**config.mk**
```make
export PLATFORM = sky130hd
export DESIGN_NAME = csc_front
export DESIGN_NICKNAME = d
export VERILOG_FILES = /design/src/hw/rtl/assert_macros.svh /design/src/hw/rtl/csc_pkg.sv /design/src/hw/rtl/csc_front.sv
export SDC_FILE = /design/constraint.sdc
export NUM_CORES = 1
export LEC_CHECK = 0
export ABC_AREA = 1
export BUFFER_PORTS_ARGS = -buffer_cell sky130_fd_sc_hd__buf_2
export CORE_AREA = 2 2 136 138
export DETAILED_ROUTE_END_ITERATION = 12
export DIE_AREA = 0 0 138 140
export GPL_ROUTABILITY_DRIVEN = 0
export SETUP_SLACK_MARGIN = 0.05
export SLEW_MARGIN = 20
export SYNTH_ARGS = -nofsm -noshare
export SYNTH_HDL_FRONTEND = slang
export SYNTH_SLANG_ARGS = --single-unit
```
**constraint.sdc**
```tcl
create_clock -name vclk -period 7.8
set_input_delay 1.56 -clock vclk [all_inputs]
set_output_delay 1.56 -clock vclk [all_outputs]
set_load 0.02 [all_outputs]
```
**src/hw/rtl/assert_macros.svh**
```systemverilog
// ---------------------------------------------------------------------------
// Assertion macros
// Shared concurrent assertion helpers; empty when SYNTHESIS is defined.
// ---------------------------------------------------------------------------
`ifndef ASSERT_MACROS_SVH
`define ASSERT_MACROS_SVH

`ifndef SYNTHESIS
`define CSC_ASSERT(lbl, clk, rst_n, prop) \
  lbl: assert property (@(posedge clk) disable iff (!rst_n) prop) \
    else $error("assertion failed");
`define CSC_ASSERT_NEVER(lbl, clk, rst_n, prop) \
  lbl: assert property (@(posedge clk) disable iff (!rst_n) !(prop)) \
    else $error("forbidden condition seen");
`else
`define CSC_ASSERT(lbl, clk, rst_n, prop)
`define CSC_ASSERT_NEVER(lbl, clk, rst_n, prop)
`endif

`endif

```
**src/hw/rtl/csc_pkg.sv**
```systemverilog
// ---------------------------------------------------------------------------
// csc_pkg
// Types and constants of the clipped stamp compositor.
// ---------------------------------------------------------------------------
`default_nettype none

package csc_pkg;

  localparam int DEF_MAX_WIDTH  = 1024;
  localparam int DEF_MAX_HEIGHT = 1024;
  localparam int DEF_MAX_STAMP  = 1024;

  // wide enough for anchor +/- half stamp + column
  localparam int COORD_W = 20;

  typedef enum logic [1:0] {
    CMD_ADD   = 2'd0,
    CMD_BLANK = 2'd1,
    CMD_READ  = 2'd2,
    CMD_WRITE = 2'd3
  } csc_cmd_e;

  typedef enum logic [1:0] {
    CFG_FRAME_WIDTH     = 2'd0,
    CFG_FRAME_HEIGHT    = 2'd1,
    CFG_BLANK_THRESHOLD = 2'd2,
    CFG_UNUSED          = 2'd3
  } csc_cfg_e;

  typedef enum logic [1:0] {
    ST_CLEAR,
    ST_IDLE,
    ST_EXEC
  } csc_state_e;

  typedef struct packed {
    csc_cmd_e           cmd;
    logic               in_range;
    logic               hit;
    logic signed [31:0] val;
    logic signed [31:0] amp;
    logic signed [31:0] lvl;
  } csc_item_t;

  typedef struct packed {
    logic clearing;
    logic busy;
  } csc_status_t;

endpackage

`default_nettype wire

```
**src/hw/rtl/csc_front.sv**
```systemverilog
// ---------------------------------------------------------------------------
// csc_front
// Computes the target pixel of a request, clips it and classifies it.
// ---------------------------------------------------------------------------
`default_nettype none

module csc_front #(
  parameter int MAX_WIDTH  = csc_pkg::DEF_MAX_WIDTH,
  parameter int MAX_HEIGHT = csc_pkg::DEF_MAX_HEIGHT,
  parameter int MAX_STAMP  = csc_pkg::DEF_MAX_STAMP
) (
  input  wire logic [1:0]          command_i,
  input  wire logic signed [15:0]  anchor_x_i,
  input  wire logic signed [15:0]  anchor_y_i,
  input  wire logic [10:0]         stamp_width_i,
  input  wire logic [10:0]         stamp_height_i,
  input  wire logic [9:0]          stamp_col_i,
  input  wire logic [9:0]          stamp_row_i,
  input  wire logic signed [31:0]  stamp_value_i,
  input  wire logic signed [31:0]  amplitude_i,
  input  wire logic signed [31:0]  level_i,
  input  wire logic [10:0]         frame_width_i,
  input  wire logic [10:0]         frame_height_i,
  input  wire logic signed [31:0]  blank_threshold_i,
  output      logic [$clog2(MAX_WIDTH*MAX_HEIGHT)-1:0] addr_o,
  output      csc_pkg::csc_item_t  item_o
);

  import csc_pkg::*;

  localparam int AW   = $clog2(MAX_WIDTH * MAX_HEIGHT);
  localparam int XA_W = $clog2(MAX_WIDTH);
  localparam int YA_W = $clog2(MAX_HEIGHT);
  localparam int FW_W = $clog2(MAX_WIDTH + 1);
  localparam int FH_W = $clog2(MAX_HEIGHT + 1);
  localparam int SS_W = $clog2(MAX_STAMP + 1);

  csc_cmd_e                   cmd;
  logic [SS_W-1:0]            sw_c, sh_c;
  logic [FW_W-1:0]            fw_c;
  logic [FH_W-1:0]            fh_c;
  logic signed [COORD_W-1:0]  ax_s, ay_s, col_s, row_s, off_x, off_y, x, y;
  logic                       in_frame, in_stamp;

  always_comb begin
    cmd = csc_cmd_e'(command_i);

    sw_c = (32'(stamp_width_i)  > 32'(MAX_STAMP)) ? SS_W'(MAX_STAMP) : SS_W'(stamp_width_i);
    sh_c = (32'(stamp_height_i) > 32'(MAX_STAMP)) ? SS_W'(MAX_STAMP) : SS_W'(stamp_height_i);
    fw_c = (32'(frame_width_i)  > 32'(MAX_WIDTH))  ? FW_W'(MAX_WIDTH)  : FW_W'(frame_width_i);
    fh_c = (32'(frame_height_i) > 32'(MAX_HEIGHT)) ? FH_W'(MAX_HEIGHT) : FH_W'(frame_height_i);

    ax_s  = COORD_W'(anchor_x_i);
    ay_s  = COORD_W'(anchor_y_i);
    col_s = COORD_W'(stamp_col_i);
    row_s = COORD_W'(stamp_row_i);

    unique case (cmd)
      CMD_ADD: begin
        off_x = col_s - COORD_W'(sw_c >> 1);
        off_y = row_s - COORD_W'(sh_c >> 1);
      end
      CMD_BLANK: begin
        off_x = col_s;
        off_y = row_s;
      end
      default: begin
        off_x = '0;
        off_y = '0;
      end
    endcase

    x = ax_s + off_x;
    y = ay_s + off_y;

    in_frame = !x[COORD_W-1] && !y[COORD_W-1] &&
               (x < COORD_W'(fw_c)) && (y < COORD_W'(fh_c));
    in_stamp = (cmd == CMD_READ) || (cmd == CMD_WRITE) ||
               ((32'(stamp_col_i) < 32'(sw_c)) && (32'(stamp_row_i) < 32'(sh_c)));

    addr_o = AW'(AW'(y[YA_W-1:0]) * AW'(MAX_WIDTH)) + AW'(x[XA_W-1:0]);

    item_o.cmd      = cmd;
    item_o.in_range = in_frame && in_stamp;
    item_o.hit      = stamp_value_i > blank_threshold_i;
    item_o.val      = stamp_value_i;
    item_o.amp      = amplitude_i;
    item_o.lvl      = level_i;
  end

endmodule

`default_nettype wire

```
==> flow_metrics.tcl <==
set metrics [dict create \
    combPwrFrac 1.000 \
    synth_cell_types 45 \
    cap_violations 0 \
    p_sw_mw 0.3455 \
    crit_arrival_ns 5.83 \
    clockPowerShare 0 \
    drive_gt1_frac 0.2516 \
    grt_first_pass_wirelength_um 28290 \
    antenna_found_initial 2 \
    holdCritPathClass "input pin to output port" \
    fin_nets 1427 \
    die_area_um2 19320 \
    synth_area_leader_cell "ha_1" \
    worst_pin_slew_ns 0.4623 \
    firstDrtPassIters 5 \
    intPower_mw 0.2184 \
    yosysMostFrequentCell "nand2_1" \
    design_area_um2 6430 \
    viasPerCell 4.721 \
    drc 0 \
    grt_pass1_vias 6056 \
    die_h_um 140 \
    vdd_drop_max_mv 0.04669 \
    coreArea_um2 17780 \
    status "finished, final reports clean" \
    dp_hpwl_um 16100 \
    clockBufferCount 0 \
    crit_fanout 5 \
    seq_area_um2 0 \
    syn-num-nets 1300 \
    synth.top_cell.area_share 0.2702 \
    pwr-share-seq 0 \
    io_buffers 218 \
    min_period_ns 7.392 \
    crit_path_max_incr_delay_ns 0.42 \
    synthTopCellsByCount "nand2_1 (263), inv_1 (133), ha_1 (122), buf_4 (98), a21oi_1 (73)" \
    syn_area_um2 5650 \
    io_pins 346 \
    synth_fa_ha_area_frac 0.2843 \
    initial_core_util 0.3178 \
    max_slew_margin 0.6914 \
    fp.dieW_um 138 \
    yosysSeqAreaShare 0 \
    endpoint_kind "output port" \
    drtIter0Drc 154 \
    syn_inst 948 \
    synthMuxAreaShare 0 \
    timing.fmax_mhz 135.3 \
    synth-compound-area-share 0.1373 \
    avgSynthCellArea_um2 5.960 \
    power_density_nw_per_um2 87.70 \
    fillers 2019 \
    worstSetupPathType "input pin to output port" \
    placementRows 49 \
    crit_slowest_cell "fa_1" \
    wl_um 17690 \
    yosys_warnings 0 \
    crit_path_start_kind "input pin" \
    post_dp_cell_area_um2 6304 \
    gr-total-overflow 0 \
    synthSimpleGateAreaFrac 0.3180 \
    wl_per_cell_um 13.57 \
    synth.area.top_cells "ha_1 (27%), nand2_1 (17%), buf_4 (13%)" \
    rsz0062_at_grt "no" \
    cts_hold_buf 0 \
    antenna_left 0 \
    hold_viol 0 \
    crit_buf_inv 4 \
    vias 6152 \
    place_inst 1297 \
    tns_ns 0 \
    grt_max_degree 19 \
    area_growth_pct 13.80 \
    setup_viol 0 \
    track_usage 0.1725 \
    p_leak_nw 3.800 \
    period_share 0.9477 \
    instances_no_fill 1303 \
    swShare 0.6127 \
    synth_xor_area_frac 0.03853 \
    cpLargestDelayFamily "simple AND/OR/NAND/NOR gates" \
    slew_viol_final 0 \
    critPathRequiredTime_ns 6.24 \
    synth_top_family_by_area "simple AND/OR/NAND/NOR gates" \
    design.seq.count 0 \
]
[power by group through the flow]
| stage | Clock (mW) | Combinational (mW) | Sequential, mW |
|---|---|---|---|
| floorplan | 0 | 0.435 | 0 |
| global placement | 0 | 0.549 | 0 |
| detailed placement | 0 | 0.550 | 0 |
| CTS | 0 | 0.553 | 0 |
| global route | 0.0000000171 | 0.642 | 0 |
| finish | 0.0000000171 | 0.564 | 0 |
[logic make-up (layout without fill, tap and decap cells)]
logic type	after synthesis	in the layout
other	0	1
adder cells (fa/ha/maj)	126	126
buffers and inverters	236	360
AO/OA/AOI/OAI	140	141
XOR/XNOR	24	24
AND/OR/NAND/NOR	422	422
[cell usage in the layout (no fill, tap or decap), types with 6 or more instances in the layout]
cell,instances
xor2_1,16
nor2_1,62
ha_1,117
xnor2_1,7
a21oi_1,71
o21ai_1,7
o21ai_0,32
buf_2,218
nand4_1,12
inv_1,133
nor4_1,6
nand3_1,40
nand2_2,12
buf_4,7
nand2_1,261
[through the flow]
stage	setup WS [ns]	power (mW)	utilization	hold WS, ns
after floorplan	0.7040	0.4346	-	3.233
after global placement	0.1673	0.5488	0.3545	3.120
after detailed placement	0.1794	0.5498	0.3545	3.120
after CTS	0.1696	0.5531	0.3545	3.120
after global routing	0.009666	0.6421	0.3616	3.120
final	0.4079	0.5639	0.3616	3.120
[routing by layer]
metal  wire length (µm)  up-vias  track usage
met5                  0        -            0
met1               7131     2627       0.1943
li1                   -     3264            -
met3               1065       43      0.02325
met2               8883      218       0.3356
met4                607        0      0.05156
[area by class of cell]
type / instances / area, µm² / area share
inverters: 135 / 506.7 / 0.07881
multi-input cells: 713 / 4491 / 0.6984
repair buffers: 225 / 1144 / 0.1779
well taps: 229 / 286.5 / 0.04456
diodes: 1 / 2.502 / 0.0003892
[worst paths after layout]
check / start / to / slack [ns] / cells after the start
max: stamp_height_i[5] / item_o[97] / 0.41 / 28
min: level_i[12] / item_o[12] / 3.12 / 0
[what timing repair did]
item	in CTS	in global routing
gates resized for setup	0	22
buffers inserted	0	4
endpoints found under the hold margin	0	0
endpoints found under the setup margin	0	1
(Power assumes the default switching activity.)
