### config.mk
export PLATFORM = sky130hd
export DESIGN_NAME = csc_queue
export DESIGN_NICKNAME = d
export VERILOG_FILES = /design/src/hw/rtl/assert_macros.svh /design/src/hw/rtl/csc_queue.sv
export SDC_FILE = /design/constraint.sdc
export NUM_CORES = 1
export LEC_CHECK = 0
export BUFFER_PORTS_ARGS = -buffer_cell sky130_fd_sc_hd__buf_4
export CORE_MARGIN = 4
export CORE_UTILIZATION = 49
export CTS_BUF_LIST = sky130_fd_sc_hd__clkbuf_2 sky130_fd_sc_hd__clkbuf_4 sky130_fd_sc_hd__clkbuf_8
export CTS_CLUSTER_DIAMETER = 60
export DETAILED_ROUTE_END_ITERATION = 8
export PLACE_DENSITY = 0.78
export RECOVER_POWER = 50
export SLEW_MARGIN = 20
export SYNTH_ARGS = -nofsm -noshare
export SYNTH_HDL_FRONTEND = slang
export SYNTH_SLANG_ARGS = --single-unit
### constraint.sdc
create_clock -name clk_i -period 2.2 [get_ports clk_i]
set_input_delay 0.11 -clock clk_i [delete_from_list [all_inputs] [get_ports clk_i]]
set_output_delay 0.11 -clock clk_i [all_outputs]
set_load 0.03 [all_outputs]
### src/hw/rtl/assert_macros.svh
// ---------------------------------------------------------------------------
// Assertion macros
// Shared concurrent assertion helpers; empty when SYNTHESIS is defined.
// ---------------------------------------------------------------------------
`ifndef ASSERT_MACROS_SVH
`define ASSERT_MACROS_SVH

`ifndef SYNTHESIS
`define CSC_ASSERT(lbl, clk, rst_n, prop) \
  lbl: assert property (@(posedge clk) disable iff (!rst_n) prop) \
    else $error("assertion failed");
`define CSC_ASSERT_NEVER(lbl, clk, rst_n, prop) \
  lbl: assert property (@(posedge clk) disable iff (!rst_n) !(prop)) \
    else $error("forbidden condition seen");
`else
`define CSC_ASSERT(lbl, clk, rst_n, prop)
`define CSC_ASSERT_NEVER(lbl, clk, rst_n, prop)
`endif

`endif

### src/hw/rtl/csc_queue.sv
// ---------------------------------------------------------------------------
// csc_queue
// Two-entry queue between the classifying front and the executing back.
// ---------------------------------------------------------------------------
`default_nettype none

module csc_queue #(
  parameter int DW = 32
) (
  input  wire logic          clk_i,
  input  wire logic          rst_ni,
  input  wire logic          push_i,
  input  wire logic [DW-1:0] push_data_i,
  output      logic          full_o,
  input  wire logic          pop_i,
  output      logic          head_valid_o,
  output      logic [DW-1:0] head_data_o
);

  logic [DW-1:0] slot_q [2];
  logic          wr_ptr_q, wr_ptr_d, rd_ptr_q, rd_ptr_d;
  logic [1:0]    cnt_q, cnt_d;
  logic          do_push, do_pop;

  assign full_o       = cnt_q == 2'd2;
  assign head_valid_o = cnt_q != 2'd0;
  assign head_data_o  = slot_q[rd_ptr_q];
  assign do_push      = push_i && !full_o;
  assign do_pop       = pop_i && head_valid_o;

  always_comb begin
    wr_ptr_d = do_push ? !wr_ptr_q : wr_ptr_q;
    rd_ptr_d = do_pop ? !rd_ptr_q : rd_ptr_q;
    cnt_d    = cnt_q + 2'(do_push) - 2'(do_pop);
  end

  always_ff @(posedge clk_i or negedge rst_ni) begin
    if (!rst_ni) begin
      wr_ptr_q <= 1'b0;
      rd_ptr_q <= 1'b0;
      cnt_q    <= 2'd0;
    end else begin
      wr_ptr_q <= wr_ptr_d;
      rd_ptr_q <= rd_ptr_d;
      cnt_q    <= cnt_d;
    end
  end

  always_ff @(posedge clk_i) begin
    if (do_push) begin
      slot_q[wr_ptr_q] <= push_data_i;
    end
  end

endmodule

`default_nettype wire

==> flow_metrics.env, run 1 <==
export IMPL_status="completed"
export IMPL_drtIter0Drc=22
export IMPL_drive_gt1_share_pct=47.9
export IMPL_reg2reg_from="cnt_q[1]$_DFF_PN0_"
export IMPL_netlist_area_leader_share_pct=72.8
export IMPL_combPwrFrac_pct=42.7
export IMPL_initial_core_util_pct=51.1
export IMPL_finalHoldViolCount=0
export IMPL_rr_worst_depth=4
export IMPL_drv_cap=0
export IMPL_critPathKind="register to output pin"
export IMPL_async_reset_ff_share_pct=5.88
export IMPL_synth_main_ff_cell="edfxtp_1"
export IMPL_cts_sinks=68
export IMPL_swShare_pct=34.4
export IMPL_fin_crit_sh_pct=85.3
export IMPL_clk_pin_slew_ns=0.06
export IMPL_grt_pass1_vias=1525
export IMPL_dieArea_um2=6630
export IMPL_insertion_delay_ns=0.32
export IMPL_r2r_end="slot_q[0][26]$_DFFE_PP_"
export IMPL_fp_dieH_um=81.4
export IMPL_r2r_slack_ns=0.36
export IMPL_start_kind="register"
export IMPL_p_int_mw=3.18
export IMPL_cts_tree="done"
export IMPL_grt_max_degree=33
export IMPL_p_per_area_nw_per_um2=1310
export IMPL_cts_max_level=3
export IMPL_crit_chain="buf_12 > mux2_4 > buf_4"
export IMPL_tightestPinTransition_ns=0.788
export IMPL_hold_end="rd_ptr_q$_DFFE_PN0P_"
export IMPL_yosysSeqAreaShare_pct=76.6
export IMPL_whs_path_depth=3
export IMPL_synth_cells=118
export IMPL_dp_hpwl_mm=3.03
export IMPL_placedInstanceArea_um2=3260
export IMPL_grt_pass1_wl_mm=7.12
export IMPL_critPathMaxStageDelay_ns=0.69
export IMPL_maxSlewHeadroom_pct=47.4
export IMPL_slowest_stage="dfrtp_2"
export IMPL_die_w_um=81.4
export IMPL_portBuffers=69
export IMPL_gp_congestion=0.671
export IMPL_synth_area_per_cell_um2=22.4
export IMPL_synth_edff_count=64
export IMPL_diodes=0
export IMPL_syn_to_final_growth_pct=40.5
export IMPL_synthTopCellsByCount="edfxtp_1, mux2_4, buf_6, dfrtp_1"
export IMPL_dpl_cell_count=256
export IMPL_seq_area_um2=2020
export IMPL_grtUsageTotal_pct=15.0
export IMPL_max_vdd_ir_drop_mv=0.805
export IMPL_path_buf_inv=2
export IMPL_via_per_inst=4.63
export IMPL_finalNetCount=268
export IMPL_ant_nets=0
export IMPL_cts_resized=0
export IMPL_fin_worst_skew_ns=0.00527
export IMPL_first_pass_iters=3
export IMPL_synth_seq_cells=68
export IMPL_worstPathRequired_ns=2.09
export IMPL_clk_path_buf_depth=2
export IMPL_leakage_nw=1.49
export IMPL_crit_fanout=18
export IMPL_io_pins=70
export IMPL_fillers=349
export IMPL_hp_start="pop_i"
export IMPL_row_count=26
export IMPL_vias=1409
export IMPL_syn_nets=156
export IMPL_synth_area_leaders="edfxtp_1, mux2_4, dfrtp_1"
export IMPL_cts_root_buf="clkbuf_8"
export IMPL_design_area_um2=3710
export IMPL_min_path_type="input port to register"
export IMPL_fin_tns_setup_ns=0
export IMPL_critical_path_arrival_ns=1.77
export IMPL_wl_per_cell_um=15.0
export IMPL_max_freq_ghz=0.533
export IMPL_power_frac_seq_pct=40.1
export IMPL_pwr_share_clk_pct=17.2
export IMPL_wl_mm=4.57
export IMPL_syn_area_um2=2640
export IMPL_setup_viol=0
export IMPL_rsz0062_at_grt="false"
export IMPL_crit_family="flip-flops"
export IMPL_netSwitchingPower_mw=1.67
export IMPL_synth_distinct_cells=15
export IMPL_yosysMostFrequentCell="edfxtp_1"
export IMPL_synth_largest_area_cell="edfxtp_1"
export IMPL_maxSlewViolCount=0
export IMPL_drc=0
export IMPL_numCtsBuffers=9
export IMPL_fin_cells=304
export IMPL_grt_overflow_total=0
export IMPL_antenna_found_initial=0
export IMPL_period_needed_ns=1.88
export IMPL_multi_input_area_um2=569
export IMPL_setup_worst_path_end_class="output pin"
export IMPL_ys_warn_count=0
export IMPL_core_area_um2=5170
## state kept, by name, indices dropped and copies added (netlist names)
| name | flops |
|---|---|
| cnt_q | 2 |
| wr_ptr_q | 1 |
| slot_q | 64 |
| rd_ptr_q | 1 |
## stage by stage
stage               hold WS, ns  worst slack (ns)  power [mW]  util [%]
floorplan                -0.186             0.355        3.41         -
global placement        -0.0943             0.562        4.00      63.0
detailed placement      -0.0902             0.462        4.06      63.0
CTS                      0.0796             0.305        4.94      72.5
global route              0.104             0.221        5.08      71.7
finish                   0.0914             0.323        4.85      71.7
## timing repair
item | in CTS | in global routing
setup endpoints to repair | 0 | 0
endpoints found under the hold margin | 68 | 0
buffers inserted | 0 | 0
hold buffers | 33 | 0
## power groups by stage
stage | Sequential [mW] | Combinational (mW) | Clock (mW)
after global placement | 1.95 | 2.04 | 0
after detailed placement | 1.98 | 2.08 | 0
after CTS | 1.95 | 2.13 | 0.860
after floorplan | 1.87 | 1.54 | 0
after global routing | 1.97 | 2.19 | 0.916
final | 1.94 | 2.07 | 0.833
## area by class of cell
class	count	area share [%]
clock inverter	3	0.405
multi-input combinational	44	15.3
inverter	2	0.202
sequential	68	54.5
timing repair buffer	105	23.2
tap	70	2.36
clock buffer	12	3.94
## how the worst max path moves through the flow
stage,endpoint,slack [ns],startpoint,cells after the start
after floorplan,slot_q[0][0]$_DFFE_PP_,0.35,cnt_q[1]$_DFF_PN0_,3
after global placement,cnt_q[1]$_DFF_PN0_,0.56,cnt_q[1]$_DFF_PN0_,7
after detailed placement,cnt_q[1]$_DFF_PN0_,0.46,cnt_q[1]$_DFF_PN0_,7
after CTS,head_data_o[24],0.30,rd_ptr_q$_DFFE_PN0P_,3
after global routing,slot_q[0][29]$_DFFE_PP_,0.22,cnt_q[1]$_DFF_PN0_,4
final,head_data_o[24],0.32,rd_ptr_q$_DFFE_PN0P_,3
## metal layers
layer,share of wire (%),wire length (um),GRT usage (%),vias up
met4,1.7,78,6.08,0
met3,5.4,247,3.62,8
met2,55,2510,27.1,43
met5,0,0,0,-
met1,38,1730,16.8,678
li1,-,-,-,680
## worst register-to-register path: stages (launching register included)
cell and delay (ns):
dfrtp_1 0.41, nand2b_1 0.13, nand2_1 0.13, nor2_2 0.63
buf_12 0.25
## logic make-up after synthesis
| family | after synthesis | share of synthesized area (%) |
|---|---|---|
| multiplexers | 32 | 17.8 |
| XOR/XNOR | 4 | 1.33 |
| adder cells (fa/ha/maj) | 2 | 0.947 |
| buffers and inverters | 6 | 1.99 |
| AND/OR/NAND/NOR | 6 | 1.42 |
| flip-flops | 68 | 76.6 |
## placed cells by master, fill, tap and decap left out, drive strengths merged
cell	n
clkinvlp	1
ha	2
clkbuf	47
or2	1
mux2	32
clkinv	2
dfrtp	4
nand2	1
edfxtp	64
xnor2	3
and2	1
nor2	1
and3	1
xor2	1
nand2b	1
buf	37
dlygate4sd3	33
inv	2
(Power assumes the default switching activity.)
==> inputs of run 2 (changes only) <==
CELL_PAD_IN_SITES_DETAIL_PLACEMENT = 1   (was default)
CELL_PAD_IN_SITES_GLOBAL_PLACEMENT = 2   (was default)
CORE_ASPECT_RATIO = 0.8   (was default)
CORE_UTILIZATION = 36   (was 49)
PLACE_DENSITY = default   (was 0.78)
PLACE_DENSITY_LB_ADDON = 0.1   (was default)
==> run 2 against run 1 <==
  * Utilization is 18 points lower
  * Fmax fell by 1.0%
  * Combinational power about the same
  * Highest routed layer unchanged
  * Largest power group unchanged
  * Non-clock buffer count increased by 1
  * Sequential share of layout area decreased by 0.35 points
==> flow_metrics.env, run 2 (synthesis results as in run 1) <==
export IMPL_status="completed"
export IMPL_fin_crit_sh_pct=86.2
export IMPL_fin_cells=322
export IMPL_drtIter0Drc=46
export IMPL_critPathKind="register to output pin"
export IMPL_antenna_found_initial=0
export IMPL_initial_core_util_pct=37.8
export IMPL_max_freq_ghz=0.527
export IMPL_placedInstanceArea_um2=3290
export IMPL_rsz0062_at_grt="false"
export IMPL_rr_worst_depth=4
export IMPL_whs_path_depth=3
export IMPL_reg_top3="slot_q x64, cnt_q x2"
export IMPL_maxSlewHeadroom_pct=41.7
export IMPL_clk_pin_slew_ns=0.07
export IMPL_critical_path_arrival_ns=1.79
export IMPL_p_per_area_nw_per_um2=1300
export IMPL_min_path_type="input port to register"
export IMPL_ant_nets=0
export IMPL_total_power_mw=4.86
export IMPL_wl_mm=5.02
export IMPL_fin_worst_skew_ns=0.00481
export IMPL_grt_pass1_vias=1634
export IMPL_grt_pass1_wl_mm=8.43
export IMPL_dp_hpwl_mm=3.48
export IMPL_wl_per_cell_um=15.6
export IMPL_via_per_inst=4.43
export IMPL_maxSlewViolCount=0
export IMPL_utilization_pct=53.4
export IMPL_period_needed_ns=1.90
export IMPL_worstPathRequired_ns=2.09
export IMPL_drc=0
export IMPL_largest_register_ffs=64
export IMPL_place_ws_ns=0.511
export IMPL_finalNetCount=269
export IMPL_cts_sinks=68
export IMPL_worst_slack_ns=0.304
export IMPL_clk_path_buf_depth=2
export IMPL_finalHoldViolCount=0
export IMPL_final_cell_mix="edfxtp_1, buf_4, dlygate4sd3_1, mux2_4, clkbuf_4"
export IMPL_drv_cap=0
export IMPL_core_area_um2=6990
export IMPL_design_area_um2=3730
export IMPL_tightestPinTransition_ns=0.875
export IMPL_numCtsBuffers=9
export IMPL_setup_viol=0
export IMPL_row_count=27
export IMPL_cts_resized=0
export IMPL_cts_max_level=3
export IMPL_crit_fanout=18
export IMPL_regMostFlops="slot_q"
export IMPL_diodes=0
export IMPL_cts_setup_buffers=0
export IMPL_fin_tns_setup_ns=0
export IMPL_leakage_nw=1.49
export IMPL_io_pins=70
export IMPL_insertion_delay_ns=0.32
export IMPL_grt_overflow_total=0
export IMPL_syn_to_final_growth_pct=41.4
export IMPL_dpl_cell_count=274
export IMPL_vias=1427
export IMPL_cts_tree="done"
export IMPL_die_w_um=104
export IMPL_dieArea_um2=8780
export IMPL_gp_congestion=0.657
export IMPL_r2r_slack_ns=0.38
export IMPL_setup_worst_path_end_class="output pin"
export IMPL_cts_root_buf="clkbuf_8"
export IMPL_grt_max_degree=19
export IMPL_portBuffers=69
export IMPL_first_pass_iters=3
export IMPL_fp_dieH_um=84.6
export IMPL_holdWs_ns=0.0854
export IMPL_max_vdd_ir_drop_mv=0.680
export IMPL_grtUsageTotal_pct=12.7
export IMPL_layout_commonest_cell="edfxtp_1"
export IMPL_start_kind="register"
export IMPL_drive_gt1_share_pct=48.1
## run 2: metal layers
metal,global-route usage (%),vias to the layer above,part of all wire [%]
met3,6.46,6,5.8
met1,14.1,701,41
met2,21.8,42,52
met5,0,-,0
li1,-,678,-
met4,3.26,0,1.1
## run 2: report_power, final
part / total [mW] / internal, mW / switching [mW]
registers: 1.95 / 1.78 / 0.168
logic: 2.09 / 0.972 / 1.11
clock network: 0.829 / 0.416 / 0.412
## run 2: final cells by class
type	instances	area, um^2
fill	667	3260
sequential	68	2020
timing repair buffer	106	866
multi-input combinational	44	573
clock buffer	11	139
tap	87	109
clock inverter	4	17.5
inverter	2	7.51
## run 2: worst paths after layout
path | to | start
max | head_data_o[15] | rd_ptr_q$_DFFE_PN0P_
min | rd_ptr_q$_DFFE_PN0P_ | pop_i
max reg2reg | slot_q[0][17]$_DFFE_PP_ | cnt_q[1]$_DFF_PN0_
min reg2reg | cnt_q[0]$_DFF_PN0_ | cnt_q[0]$_DFF_PN0_
max in group asynchronous | rd_ptr_q$_DFFE_PN0P_ | rst_ni
min in group asynchronous | cnt_q[0]$_DFF_PN0_ | rst_ni
## run 2: worst max-delay path, stage by stage (launching register included)
cell and delay, ns:
dfrtp_2 0.70, buf_12 0.26, mux2_4 0.32, buf_4 0.17
## run 2: repair_timing
action / 4_1_cts / 5_1_grt
endpoints found under the hold margin: 68 / 0
setup endpoints to repair: 0 / 0
hold buffers: 33 / 0
